**config.mk**
```make
export PLATFORM = sky130hd
export DESIGN_NAME = fan_pi_regulator_clamped
export DESIGN_NICKNAME = d
export VERILOG_FILES = /design/src/rtl/fpr_pkg.sv /design/src/rtl/fpr_div.sv /design/src/rtl/fan_pi_regulator_clamped.sv
export SDC_FILE = /design/constraint.sdc
export NUM_CORES = 1
export LEC_CHECK = 0
export BUFFER_PORTS_ARGS = -buffer_cell sky130_fd_sc_hd__buf_2
export CAP_MARGIN = 20
export CORE_ASPECT_RATIO = 1.75
export CORE_UTILIZATION = 58
export CTS_BUF_LIST = sky130_fd_sc_hd__clkbuf_4
export CTS_CLUSTER_SIZE = 8
export DETAILED_ROUTE_END_ITERATION = 7
export PLACE_DENSITY_LB_ADDON = 0.3
export SLEW_MARGIN = 20
export SYNTH_ARGS = -nofsm -noshare
export SYNTH_HDL_FRONTEND = slang
export SYNTH_SLANG_ARGS = --single-unit
```
**constraint.sdc**
```tcl
create_clock -name clk -period 8.1 [get_ports clk]
set_clock_uncertainty 0.1 [all_clocks]
set_input_delay 0.405 -clock clk [delete_from_list [all_inputs] [get_ports clk]]
set_output_delay 0.405 -clock clk [all_outputs]
set_load 0.05 [all_outputs]
```
**src/rtl/fpr_pkg.sv**
```systemverilog
`timescale 1ns / 1ps
`default_nettype none
// ----------------------------------------------------------------------------
// fpr_pkg: shared types and constants of the fan PI regulator
// Field widths, register indexes and the divider request/response structs.
// ----------------------------------------------------------------------------
package fpr_pkg;

    // Field widths
    localparam int DATA_W  = 16;   // temperature, target, drive level
    localparam int ERR_W   = 17;   // exact difference of two 16-bit values
    localparam int GAIN_W  = 8;
    localparam int TC_W    = 6;
    localparam int LEVEL_W = 10;
    localparam int ACC_W   = 15;   // stored integrator lies in 0 .. 32767
    localparam int CH_IN_W = 2;

    // Configuration port
    localparam int CFG_IDX_W  = 3;
    localparam int CFG_DATA_W = 10;

    // Divider step counter
    localparam int DIV_CNT_W = $clog2(ACC_W);

    // Integrator floor and ceiling scales
    localparam int INTEG_FLOOR_SCALE = 350;
    localparam int INTEG_CEIL_SCALE  = 1000;

    // Configuration register indexes
    typedef enum logic [CFG_IDX_W-1:0] {
        REG_GAIN     = 3'd0,
        REG_TC       = 3'd1,
        REG_MAX_OUT  = 3'd2,
        REG_MIN_OUT  = 3'd3,
        REG_FULL_ON  = 3'd4,
        REG_FULL_OFF = 3'd5
    } cfg_reg_t;

    // Request to the shared divider
    typedef struct packed {
        logic              start;
        logic [ACC_W-1:0]  dividend;
        logic [TC_W-1:0]   divisor;
    } div_req_t;

    // Response of the shared divider
    typedef struct packed {
        logic              done;
        logic [ACC_W-1:0]  quotient;
    } div_rsp_t;

endpackage : fpr_pkg
`default_nettype wire

```
**src/rtl/fpr_div.sv**
```systemverilog
`timescale 1ns / 1ps
`default_nettype none
// ----------------------------------------------------------------------------
// fpr_div: iterative restoring divider
// Divides the integrator by the time constant, one quotient bit per cycle.
// ----------------------------------------------------------------------------
module fpr_div (
    input  wire logic             clk,
    input  wire logic             rst_n,
    input  wire fpr_pkg::div_req_t req,
    output fpr_pkg::div_rsp_t      rsp
);
    import fpr_pkg::*;

    typedef enum logic {
        D_IDLE,
        D_RUN
    } div_state_t;

    div_state_t           state_reg;
    logic [DIV_CNT_W-1:0] cnt_reg;
    logic [TC_W-1:0]      rem_reg;
    logic [ACC_W-1:0]     quo_reg;
    logic [TC_W-1:0]      dsr_reg;
    logic                 done_reg;

    logic [TC_W:0]        shifted;
    logic                 fits;
    logic [TC_W:0]        diff;

    // Shift in the next dividend bit and trial-subtract the divisor
    always_comb
    begin
        shifted = {rem_reg, quo_reg[ACC_W-1]};
        fits    = (shifted >= {1'b0, dsr_reg});
        diff    = shifted - {1'b0, dsr_reg};
    end

    // Sequence the steps and hold the partial remainder and quotient
    always_ff @(posedge clk or negedge rst_n)
    begin
        if (!rst_n)
        begin
            state_reg <= D_IDLE;
            cnt_reg   <= '0;
            done_reg  <= 1'b0;
        end
        else
        begin
            done_reg <= 1'b0;
            case (state_reg)
                D_IDLE:
                begin
                    if (req.start)
                    begin
                        state_reg <= D_RUN;
                        cnt_reg   <= '0;
                    end
                end
                D_RUN:
                begin
                    if (cnt_reg == DIV_CNT_W'(ACC_W - 1))
                    begin
                        state_reg <= D_IDLE;
                        done_reg  <= 1'b1;
                    end
                    else
                    begin
                        cnt_reg <= cnt_reg + 1'b1;
                    end
                end
                default:
                begin
                    state_reg <= D_IDLE;
                end
            endcase
        end
    end

    // Datapath: load operands, then one quotient bit per cycle
    always_ff @(posedge clk)
    begin
        if (state_reg == D_IDLE && req.start)
        begin
            rem_reg <= '0;
            quo_reg <= req.dividend;
            dsr_reg <= req.divisor;
        end
        else if (state_reg == D_RUN)
        begin
            rem_reg <= fits ? diff[TC_W-1:0] : shifted[TC_W-1:0];
            quo_reg <= {quo_reg[ACC_W-2:0], fits};
        end
    end

    assign rsp.done     = done_reg;
    assign rsp.quotient = quo_reg;

`ifndef NO_ASSERTIONS
    // A start is only issued to an idle divider
    a_start_idle: assert property (@(posedge clk) disable iff (!rst_n)
        req.start |-> state_reg == D_IDLE)
        else $error("divider started while busy");

    // Completion follows the last step and leaves the unit idle
    a_done_idle: assert property (@(posedge clk) disable iff (!rst_n)
        done_reg |-> state_reg == D_IDLE && $past(state_reg == D_RUN))
        else $error("divider completion out of sequence");

    // The remainder stays below the divisor while running
    a_rem_range: assert property (@(posedge clk) disable iff (!rst_n)
        state_reg == D_RUN && cnt_reg != '0 |-> rem_reg < dsr_reg)
        else $error("divider remainder out of range");
`endif

endmodule : fpr_div
`default_nettype wire

```
**src/rtl/fan_pi_regulator_clamped.sv**
```systemverilog
`timescale 1ns / 1ps
`default_nettype none
// Sequence: an accepted item passes through accumulate, divide in the
//   bit-serial divider, sum and emit; a zero time constant skips the
//   divide step, and a channel of CHANNELS or more goes straight to emit.
// Items: a new item is accepted only after the last result is emitted.
// Reset: asynchronous, clears integrators to zero and loads register defaults.
// ----------------------------------------------------------------------------
// fan_pi_regulator_clamped: multi-channel PI fan regulator
// Per-channel integrator with floor and ceiling, gain term plus integrator
// over time constant, then full-on / full-off replacement of the drive.
// ----------------------------------------------------------------------------
module fan_pi_regulator_clamped #(
    parameter int CHANNELS = 3
) (
    input  wire logic                               clk,
    input  wire logic                               rst_n,
    // configuration write channel
    input  wire logic                               cfg_valid,
    output logic                                    cfg_ready,
    input  wire logic [fpr_pkg::CFG_IDX_W-1:0]      cfg_index,
    input  wire logic [fpr_pkg::CFG_DATA_W-1:0]     cfg_data,
    // input item channel
    input  wire logic                               in_valid,
    output logic                                    in_ready,
    input  wire logic [fpr_pkg::CH_IN_W-1:0]        channel,
    input  wire logic signed [fpr_pkg::DATA_W-1:0]  temperature,
    input  wire logic signed [fpr_pkg::DATA_W-1:0]  target,
    // result channel
    output logic                                    out_valid,
    input  wire logic                               out_ready,
    output logic signed [fpr_pkg::DATA_W-1:0]       drive_level
);
    import fpr_pkg::*;

    localparam int CH_W   = (CHANNELS > 1) ? $clog2(CHANNELS) : 1;
    localparam int PROD_W = GAIN_W + 1 + ERR_W;
    localparam int RAW_W  = PROD_W + 1;

    typedef enum logic [2:0] {
        S_IDLE,
        S_ACC,
        S_DIV,
        S_SUM,
        S_EMIT
    } state_t;

    // Configuration registers
    logic [GAIN_W-1:0]  gain_reg;
    logic [TC_W-1:0]    tc_reg;
    logic [LEVEL_W-1:0] max_out_reg;
    logic [LEVEL_W-1:0] min_out_reg;
    logic [LEVEL_W-1:0] full_on_reg;
    logic [LEVEL_W-1:0] full_off_reg;

    // Channel state
    logic [ACC_W-1:0]   integ_reg [CHANNELS];

    // Sequencer and working registers
    state_t                   state_reg;
    logic [CH_W-1:0]          ch_idx_reg;
    logic signed [ERR_W-1:0]  err_reg;
    logic signed [PROD_W-1:0] prod_reg;
    logic [ACC_W-1:0]         quot_reg;
    logic signed [DATA_W-1:0] drive_reg;
    logic                     out_valid_reg;
    logic signed [DATA_W-1:0] drive_out_reg;

    // Combinational signals
    logic [CH_W+1:0]          ch_wide;
    logic                     ch_ok;
    logic signed [ERR_W-1:0]  err_in;
    logic [ACC_W-1:0]         floor_v;
    logic [DATA_W-1:0]        ceil_v;
    logic signed [ERR_W:0]    acc_sum;
    logic signed [ERR_W:0]    acc_v;
    logic [ACC_W-1:0]         acc_new;
    logic signed [PROD_W-1:0] prod_v;
    logic signed [RAW_W-1:0]  raw_v;
    logic signed [DATA_W-1:0] sat_v;
    logic signed [DATA_W-1:0] over_v;
    logic signed [DATA_W-1:0] drive_v;
    logic                     emit_go;

    div_req_t div_req;
    div_rsp_t div_rsp;

    assign cfg_ready   = 1'b1;
    assign in_ready    = (state_reg == S_IDLE);
    assign out_valid   = out_valid_reg;
    assign drive_level = drive_out_reg;

    // Write configuration registers; ignore unknown indexes
    always_ff @(posedge clk or negedge rst_n)
    begin
        if (!rst_n)
        begin
            gain_reg     <= GAIN_W'(1);
            tc_reg       <= TC_W'(10);
            max_out_reg  <= LEVEL_W'(1000);
            min_out_reg  <= '0;
            full_on_reg  <= LEVEL_W'(1000);
            full_off_reg <= '0;
        end
        else if (cfg_valid && cfg_ready)
        begin
            case (cfg_index)
                REG_GAIN:     gain_reg     <= cfg_data[GAIN_W-1:0];
                REG_TC:       tc_reg       <= cfg_data[TC_W-1:0];
                REG_MAX_OUT:  max_out_reg  <= cfg_data[LEVEL_W-1:0];
                REG_MIN_OUT:  min_out_reg  <= cfg_data[LEVEL_W-1:0];
                REG_FULL_ON:  full_on_reg  <= cfg_data[LEVEL_W-1:0];
                REG_FULL_OFF: full_off_reg <= cfg_data[LEVEL_W-1:0];
                default:      ;
            endcase
        end
    end

    // Decode channel and form the exact error
    always_comb
    begin
        ch_wide = (CH_W + 2)'(channel);
        ch_ok   = (32'(channel) < CHANNELS);
        err_in  = ERR_W'(temperature) - ERR_W'(target);
    end

    // Integrator update: saturate, floor on positive error, clamp
    always_comb
    begin
        floor_v = ACC_W'(32'(INTEG_FLOOR_SCALE) * 32'(tc_reg));
        ceil_v  = DATA_W'(32'(INTEG_CEIL_SCALE) * 32'(tc_reg));
        acc_sum = $signed({3'b000, integ_reg[ch_idx_reg]}) + (ERR_W + 1)'(err_reg);
        if (acc_sum > $signed((ERR_W + 1)'(32767)))
        begin
            acc_v = (ERR_W + 1)'(32767);
        end
        else if (acc_sum < -$signed((ERR_W + 1)'(32768)))
        begin
            acc_v = -$signed((ERR_W + 1)'(32768));
        end
        else
        begin
            acc_v = acc_sum;
        end
        if (err_reg > 0 && acc_v < $signed({3'b000, floor_v}))
        begin
            acc_v = $signed({3'b000, floor_v});
        end
        if (acc_v > $signed({2'b00, ceil_v}))
        begin
            acc_v = $signed({2'b00, ceil_v});
        end
        if (acc_v < 0)
        begin
            acc_v = '0;
        end
        acc_new = acc_v[ACC_W-1:0];
        prod_v  = $signed({1'b0, gain_reg}) * err_reg;
    end

    // Sum, saturate and apply the full-on then full-off replacements
    always_comb
    begin
        raw_v = RAW_W'(prod_reg) + $signed(RAW_W'(quot_reg));
        if (raw_v > $signed(RAW_W'(32767)))
        begin
            sat_v = 16'sh7fff;
        end
        else if (raw_v < -$signed(RAW_W'(32768)))
        begin
            sat_v = 16'sh8000;
        end
        else
        begin
            sat_v = raw_v[DATA_W-1:0];
        end
        over_v  = (sat_v > $signed(DATA_W'(max_out_reg))) ?
                  $signed(DATA_W'(full_on_reg)) : sat_v;
        drive_v = (over_v < $signed(DATA_W'(min_out_reg))) ?
                  $signed(DATA_W'(full_off_reg)) : over_v;
    end

    // Issue the division once the integrator is settled
    always_comb
    begin
        div_req.start    = (state_reg == S_ACC) && (tc_reg != '0);
        div_req.dividend = acc_new;
        div_req.divisor  = tc_reg;
        emit_go          = !out_valid_reg || out_ready;
    end

    fpr_div u_div (
        .clk   (clk),
        .rst_n (rst_n),
        .req   (div_req),
        .rsp   (div_rsp)
    );

    // Sequencer with the result register
    always_ff @(posedge clk or negedge rst_n)
    begin
        if (!rst_n)
        begin
            state_reg     <= S_IDLE;
            out_valid_reg <= 1'b0;
            for (int i = 0; i < CHANNELS; i++)
            begin
                integ_reg[i] <= '0;
            end
        end
        else
        begin
            if (out_valid_reg && out_ready && state_reg != S_EMIT)
            begin
                out_valid_reg <= 1'b0;
            end
            case (state_reg)
                S_IDLE:
                begin
                    if (in_valid)
                    begin
                        state_reg <= ch_ok ? S_ACC : S_EMIT;
                    end
                end
                S_ACC:
                begin
                    integ_reg[ch_idx_reg] <= acc_new;
                    state_reg <= (tc_reg != '0) ? S_DIV : S_SUM;
                end
                S_DIV:
                begin
                    if (div_rsp.done)
                    begin
                        state_reg <= S_SUM;
                    end
                end
                S_SUM:
                begin
                    state_reg <= S_EMIT;
                end
                S_EMIT:
                begin
                    if (emit_go)
                    begin
                        out_valid_reg <= 1'b1;
                        state_reg     <= S_IDLE;
                    end
                end
                default:
                begin
                    state_reg <= S_IDLE;
                end
            endcase
        end
    end

    // Working registers
    always_ff @(posedge clk)
    begin
        case (state_reg)
            S_IDLE:
            begin
                if (in_valid)
                begin
                    ch_idx_reg <= ch_wide[CH_W-1:0];
                    err_reg    <= err_in;
                    drive_reg  <= $signed(DATA_W'(full_off_reg));
                end
            end
            S_ACC:
            begin
                prod_reg <= prod_v;
                quot_reg <= '0;
            end
            S_DIV:
            begin
                if (div_rsp.done)
                begin
                    quot_reg <= div_rsp.quotient;
                end
            end
            S_SUM:
            begin
                drive_reg <= drive_v;
            end
            S_EMIT:
            begin
                if (emit_go)
                begin
                    drive_out_reg <= drive_reg;
                end
            end
            default: ;
        endcase
    end

`ifndef NO_ASSERTIONS
    // An accepted transaction keeps the block busy in the next cycle
    a_busy_after_accept: assert property (@(posedge clk) disable iff (!rst_n)
        (in_valid && in_ready) |=> !in_ready)
        else $error("input accepted twice in a row");

    // Divider completion is only seen while waiting for it
    a_div_done_state: assert property (@(posedge clk) disable iff (!rst_n)
        div_rsp.done |-> state_reg == S_DIV)
        else $error("divider finished outside the divide phase");

    // A result appears only from the emit phase
    a_result_from_emit: assert property (@(posedge clk) disable iff (!rst_n)
        $rose(out_valid_reg) |-> $past(state_reg == S_EMIT))
        else $error("result raised outside the emit phase");
`endif

endmodule : fan_pi_regulator_clamped
`default_nettype wire
```
-- Word-level counts from Yosys, hierarchy flattened
Cells that the tools add are included.
- logic and storage cells: 128
- bits in registers: 228
- output and inout port bits: 19
- input port bits: 52
- bitwise gates (word level): 2
- multiplexer cells: 39
- add/sub/neg operators: 5
- order comparisons: 14
- reduce and logical (&&, ||, !) cells: 26
- $mul: 3
- equality and inequality tests: 16
- operators by type and width (kind ; count):
    2-to-1 mux 15 bit ; 7
    2-to-1 mux 16 bit ; 5
    2-to-1 mux 18 bit ; 4
    bitwise mux 45 bit ; 1
    one-hot mux 16 bit (2 select lines) ; 1
    binary-select mux 15 bit (select 2 bit) ; 1
    demux 15 bit (select 2 bit) ; 1
    one-hot mux 15 bit (2 select lines) ; 1
    adder 26 x 16 -> 27 bit ; 1
    > comparator 27 x 16 -> 1 bit (second input constant) ; 1
    less-than comparator 27 x 16 -> 1 bit (second input constant) ; 1
    multiplier 9 x 17 -> 26 bit ; 1
    AND reduction 2 bit ; 11
    adder 16 x 17 -> 18 bit ; 1
    > comparator 18 x 16 -> 1 bit (second input constant) ; 1
    > comparator 18 x 17 -> 1 bit ; 1
    less-than comparator 18 x 1 -> 1 bit (second input constant) ; 1
    less-than comparator 18 x 16 -> 1 bit ; 1
    less-than comparator 18 x 16 -> 1 bit (second input constant) ; 1
    > comparator 17 x 1 -> 1 bit (second input constant) ; 1
    subtractor 16 x 16 -> 17 bit ; 1
    > comparator 16 x 11 -> 1 bit ; 1
    less-than comparator 16 x 11 -> 1 bit ; 1
    one-hot mux 3 bit (5 select lines) ; 1
    30 further kinds ; 58

-- Longest topological paths before layout
- word-level depth: 16
- gate-level depth with buffers: 44

-- Cells and area by module
A second synthesis with hierarchy kept.
- cell total of the unflattened synthesis: 2078
- area, all modules: 20094.3 um2
- by module, submodules not included (module ; area an instance (um2) ; seq. area each (um2) ; cells an instance ; times used):
    fan_pi_regulator_clamped ; 18432.7 ; 5358.9 ; 1947 ; 1
    fpr_div ; 1661.6 ; 900.9 ; 131 ; 1

-- Worst setup path after synthesis
OpenSTA, ideal clock, no wires.
- kind: register -> register
- from: reg ch_idx_reg[0]
- to: reg u_div.quo_reg[3] (data pin)
- arrival time: 8.508 ns
- period minus slack after synthesis: 8.872 ns
- setup slack: -0.772 ns
- setup time: 0.264 ns
- stages on the path, launching flop included: 40
- path through: edfxtp_1 > clkbuf_1 > buf_1 > mux2i_1 > o21ai_0 > ha_1 > a21oi_1 > nor2b_1 > o2111ai_1 > a211o_1 > o211ai_2 > o2111ai_1 > ha_1 > clkbuf_1 > o21ai_0 > ha_1 > a21o_1 > a21o_1 > (+4 left out) > o211ai_1 > a21oi_4 > buf_2 > buf_1 > a21oi_1 > ha_1 > nand2_1 > nor2_1 > nand2_1 > nor3_1 > o211ai_1 > or3_1 > a21boi_1 > nand2_1 > mux2i_1 > o21ai_0 > mux2i_1 > o21ai_0
- cells in the longest elaborated chain, start to end: 16
- elaborated cells between the ends (all ways): 17
- ends and longest elaborated chain (item ; line ; source):
    start, declared ; fan_pi_regulator_clamped.sv:61 ; logic [CH_W-1:0] ch_idx_reg;
    start signal, assigned ; fan_pi_regulator_clamped.sv:265 ; ch_idx_reg <= ch_wide[CH_W-1:0];
    inverter 2 -> 3 bit (not written as such) * ; fan_pi_regulator_clamped.sv:132 ; acc_sum = $signed({3'b000, integ_reg[ch_idx_reg]}) + (ERR_W + 1)'(err_reg);
    binary-select mux 15 bit (select 2 bit) * ; fan_pi_regulator_clamped.sv:132 ;
    2-to-1 mux 15 bit (not written as such) * (2 in a row) ; fan_pi_regulator_clamped.sv:132 ;
    adder 16 x 17 -> 18 bit * ; fan_pi_regulator_clamped.sv:132 ;
    less-than comparator 18 x 16 -> 1 bit ; fan_pi_regulator_clamped.sv:137 ; else if (acc_sum < -$signed((ERR_W + 1)'(32768)))
    2-to-1 mux 18 bit ; fan_pi_regulator_clamped.sv:137 ;
    2-to-1 mux 18 bit * ; fan_pi_regulator_clamped.sv:133 ; if (acc_sum > $signed((ERR_W + 1)'(32767)))
    less-than comparator 18 x 16 -> 1 bit ; fan_pi_regulator_clamped.sv:145 ; if (err_reg > 0 && acc_v < $signed({3'b000, floor_v}))
    logical AND 1 bit ; fan_pi_regulator_clamped.sv:145 ;
    2-to-1 mux 18 bit * ; fan_pi_regulator_clamped.sv:145 ;
    > comparator 18 x 17 -> 1 bit ; fan_pi_regulator_clamped.sv:149 ; if (acc_v > $signed({2'b00, ceil_v}))
    2-to-1 mux 18 bit * ; fan_pi_regulator_clamped.sv:149 ;
    less-than comparator 18 x 1 -> 1 bit ; fan_pi_regulator_clamped.sv:153 ; if (acc_v < 0)
    2-to-1 mux 15 bit * ; fan_pi_regulator_clamped.sv:153 ;
    2-to-1 mux 15 bit * ; fpr_div.sv:83 ; if (state_reg == D_IDLE && req.start)
    end signal, assigned ; fpr_div.sv:86 ; quo_reg <= req.dividend;
    end signal, assigned ; fpr_div.sv:92 ; quo_reg <= {quo_reg[ACC_W-2:0], fits};
    end, declared ; fpr_div.sv:23 ; logic [ACC_W-1:0] quo_reg;
Mark *: on every way between the ends. The rest lies on a longest branch, timed or not. The select of a mux whose other input is x is not followed.
A chain may end at the register's enable or synchronous reset.

-- Worst setup path in the final report
- from: reg ch_idx_reg[0]
- to: reg u_div.quo_reg[7] (data pin)
Same word-level chain as after synthesis.

==> out/results.ini <==
[logic_synthesis]
muxShareOfSynthArea_pct=6.08
synth_cells=2093
syn_avg_cell_area_um2=9.56
synthArstFlopShare_pct=47.8
syn-cell-area_mm2=0.0200
synth.ff_latch_count=228
synth.distinct_cells=83
ys.flop_type=edfxtp_1
synth_xor_area_share_pct=3.37
synthSimpleGateAreaFrac_pct=14.4
synth_top_family_by_area=adder cells
synth-compound-area-share_pct=12.7
yosysWarnings=0
seq_area_frac_synth_pct=31.3
synth_edf_count=113
synthAdderAreaFrac_pct=25.6

[job]
maxCapViolations=0

[global_route]
grt_pass1_wl_mm=84.5
antenna_found_initial=1
overflow=0
grt_max_degree=71
grt_pass1_vias=17300
track_usage_pct=30.9

[sta]
setup_ws_ns=-0.127
drv_slew=0
max_freq_mhz=122
setup_violations=26
period_share_pct=102
relSlewSlack_pct=31.2
rsz0062_at_grt=yes
post-route-min-period_ns=8.23
timing.final.hold_violations=0
worst_pin_slew_ns=1.02

[placement]
place.gp.congestion=1.01
dp_hpwl_mm=41.5
placed_cells=2708
portBuffers=69

[finish]
largest_reg_flops=45
drive_gt1_share_pct=22.8
final_common_cell=inv_1
synthToLayoutAreaGrowth_pct=18.1
final_cell_mix=282 x inv_1, 208 x nand2_1, 182 x ha_1
final_nets=2737
stdcell_count=2854

[detailed_routing]
drcViolationCount=0
drt_pass1_iterations=7
drt-initial-drc-count=761
avgRoutedWirePerCell_um=18.8
vias=16400
via_per_inst=5.75
routed_wl_mm=53.5
postRouteAntennaNets=0

[clock_tree]
ctsLongestPathBuffers=3
path_clk_slew_ns=0.07
cts-buffers-inserted=51
cts_max_level=2
cts_sinks=228
cts_tree=built
root_buffer=clkbuf_4
clock_latency_ns=0.69

[die]
dieWidth_um=142
initial_core_util_pct=59.1
placementRows=89
ios=71
core_mm2=0.0339
die_area_mm2=0.0353
die_h_um=248

[hold_path]
hold_class=in2reg

[setup_path]
cp-start-kind=flip-flop
arrival_ns=8.54
cpMostUsedCell=a21o_1
slowest_stage=edfxtp_1
cp-end-kind=flip-flop
critical_path_buf_inv_count=8
worstSetupPathType=reg2reg
crit_fanout=5
cp.required_ns=8.42
slowest_delay_ns=0.52
critical_path.top_delay_family=compound AO/OA/AOI/OAI gates

[run_status]
violations=setup timing
status=finished, violations left

==> what timing repair did <==
action / 4_1_cts / 5_1_grt
gates cloned: 1 / 2
setup endpoints to repair: 62 / 70
pin swaps: 33 / 71
hold endpoints to repair: 97 / 0
resized for setup: 41 / 127
setup buffers: 10 / 22
hold buffers: 16 / 0
==> synth_stat cells (all sizes together), types with 13 or more instances <==
library cell | number | share of area, %
inv | 288 | 5.4
nand2 | 211 | 4.0
ha | 194 | 12
o21ai | 156 | 3.9
fa | 135 | 13
and2 | 113 | 3.5
edfxtp | 113 | 17
nor2 | 103 | 1.9
a21oi | 100 | 2.6
dfrtp | 94 | 12
mux2 | 77 | 4.3
xnor2 | 53 | 2.3
clkbuf | 44 | 0.83
mux2i | 35 | 1.8
nand3 | 35 | 0.88
a21o | 28 | 1.0
nor3 | 24 | 0.60
xor2 | 24 | 1.0
nand2b | 20 | 0.63
nor2b | 19 | 0.59
o21a | 18 | 0.68
dfstp | 15 | 2.0
a31oi | 13 | 0.41
==> layer usage <==
layer  vias to the layer above  wire length, um  GRT usage (%)
met5                         -                0              0
met4                         0             3880           22.6
met1                      8034            18400           30.0
met2                       507            29200           59.0
li1                       7649                -              -
met3                       228             1950           3.69
==> cells by family (layout without fill, tap and decap cells) <==
| logic type | Yosys count | after routing |
|---|---|---|
| and+or+nand+nor | 589 | 589 |
| xor gates and xnor gates | 77 | 77 |
| muxes | 112 | 112 |
| AOI/OAI and AO/OA | 411 | 412 |
| other | 2 | 8 |
| DFF | 228 | 228 |
| adders and majority gates | 329 | 329 |
| buffers and inverters | 345 | 644 |
==> worst paths after layout <==
kind                                         start                          end  slack, ns  cells after the start
hold reg to reg             drive_reg[9]$_DFFE_PP_     drive_level[9]$_DFFE_PP_       0.32                      0
max in group asynchronous                    rst_n        tc_reg[2]$_DFFE_PN0P_       6.42                      3
min in group asynchronous                    rst_n  full_off_reg[0]$_DFFE_PN0P_       0.15                      2
setup / recovery           ch_idx_reg[0]$_DFFE_PP_   u_div.quo_reg[7]$_DFFE_PP_      -0.13                     42
setup reg to reg           ch_idx_reg[0]$_DFFE_PP_   u_div.quo_reg[7]$_DFFE_PP_      -0.13                     42
hold / removal                      temperature[3]         err_reg[3]$_DFFE_PP_       0.10                      4
==> worst register-to-register path, delay by kind of cell (launching register included) <==
family	cells	cell delay [ns]
AOI/OAI and AO/OA	21	3.87
adders and majority gates	4	1.04
buffers and inverters	8	1.00
DFF	1	0.52
muxes	2	0.45
and+or+nand+nor	7	0.96
==> final cells by class <==
type                       instances  area [um2]
multi-input combinational       1526       13100
fill                            2576       10200
sequential                       228        6260
timing repair buffer             260        1960
inverter                         289        1080
clock buffer                      78         586
tap                              455         569
clock inverter                    17         103
antenna                            1        2.50
==> per-stage QoR <==
step | instance area (um2) | util [%] | TNS (ns) | setup WS (ns) | hold slack (ns)
2_1_floorplan | 20100 | - | 0 | 0.0253 | 0.00941
3_3_place_gp | 21900 | 64.7 | -0.0940 | -0.0521 | 0.301
3_5_place_dp | 21900 | 64.7 | -8.81 | -0.322 | 0.305
4_1_cts | 23000 | 67.9 | -0.195 | -0.0733 | 0.0567
5_1_grt | 23600 | 69.8 | -13.47 | -0.353 | 0.0912
6_report | 23600 | 69.8 | -1.40 | -0.127 | 0.101
Power is not shown: default switching activity piles up to over one toggle a cycle in this logic, so the estimate is an artifact.
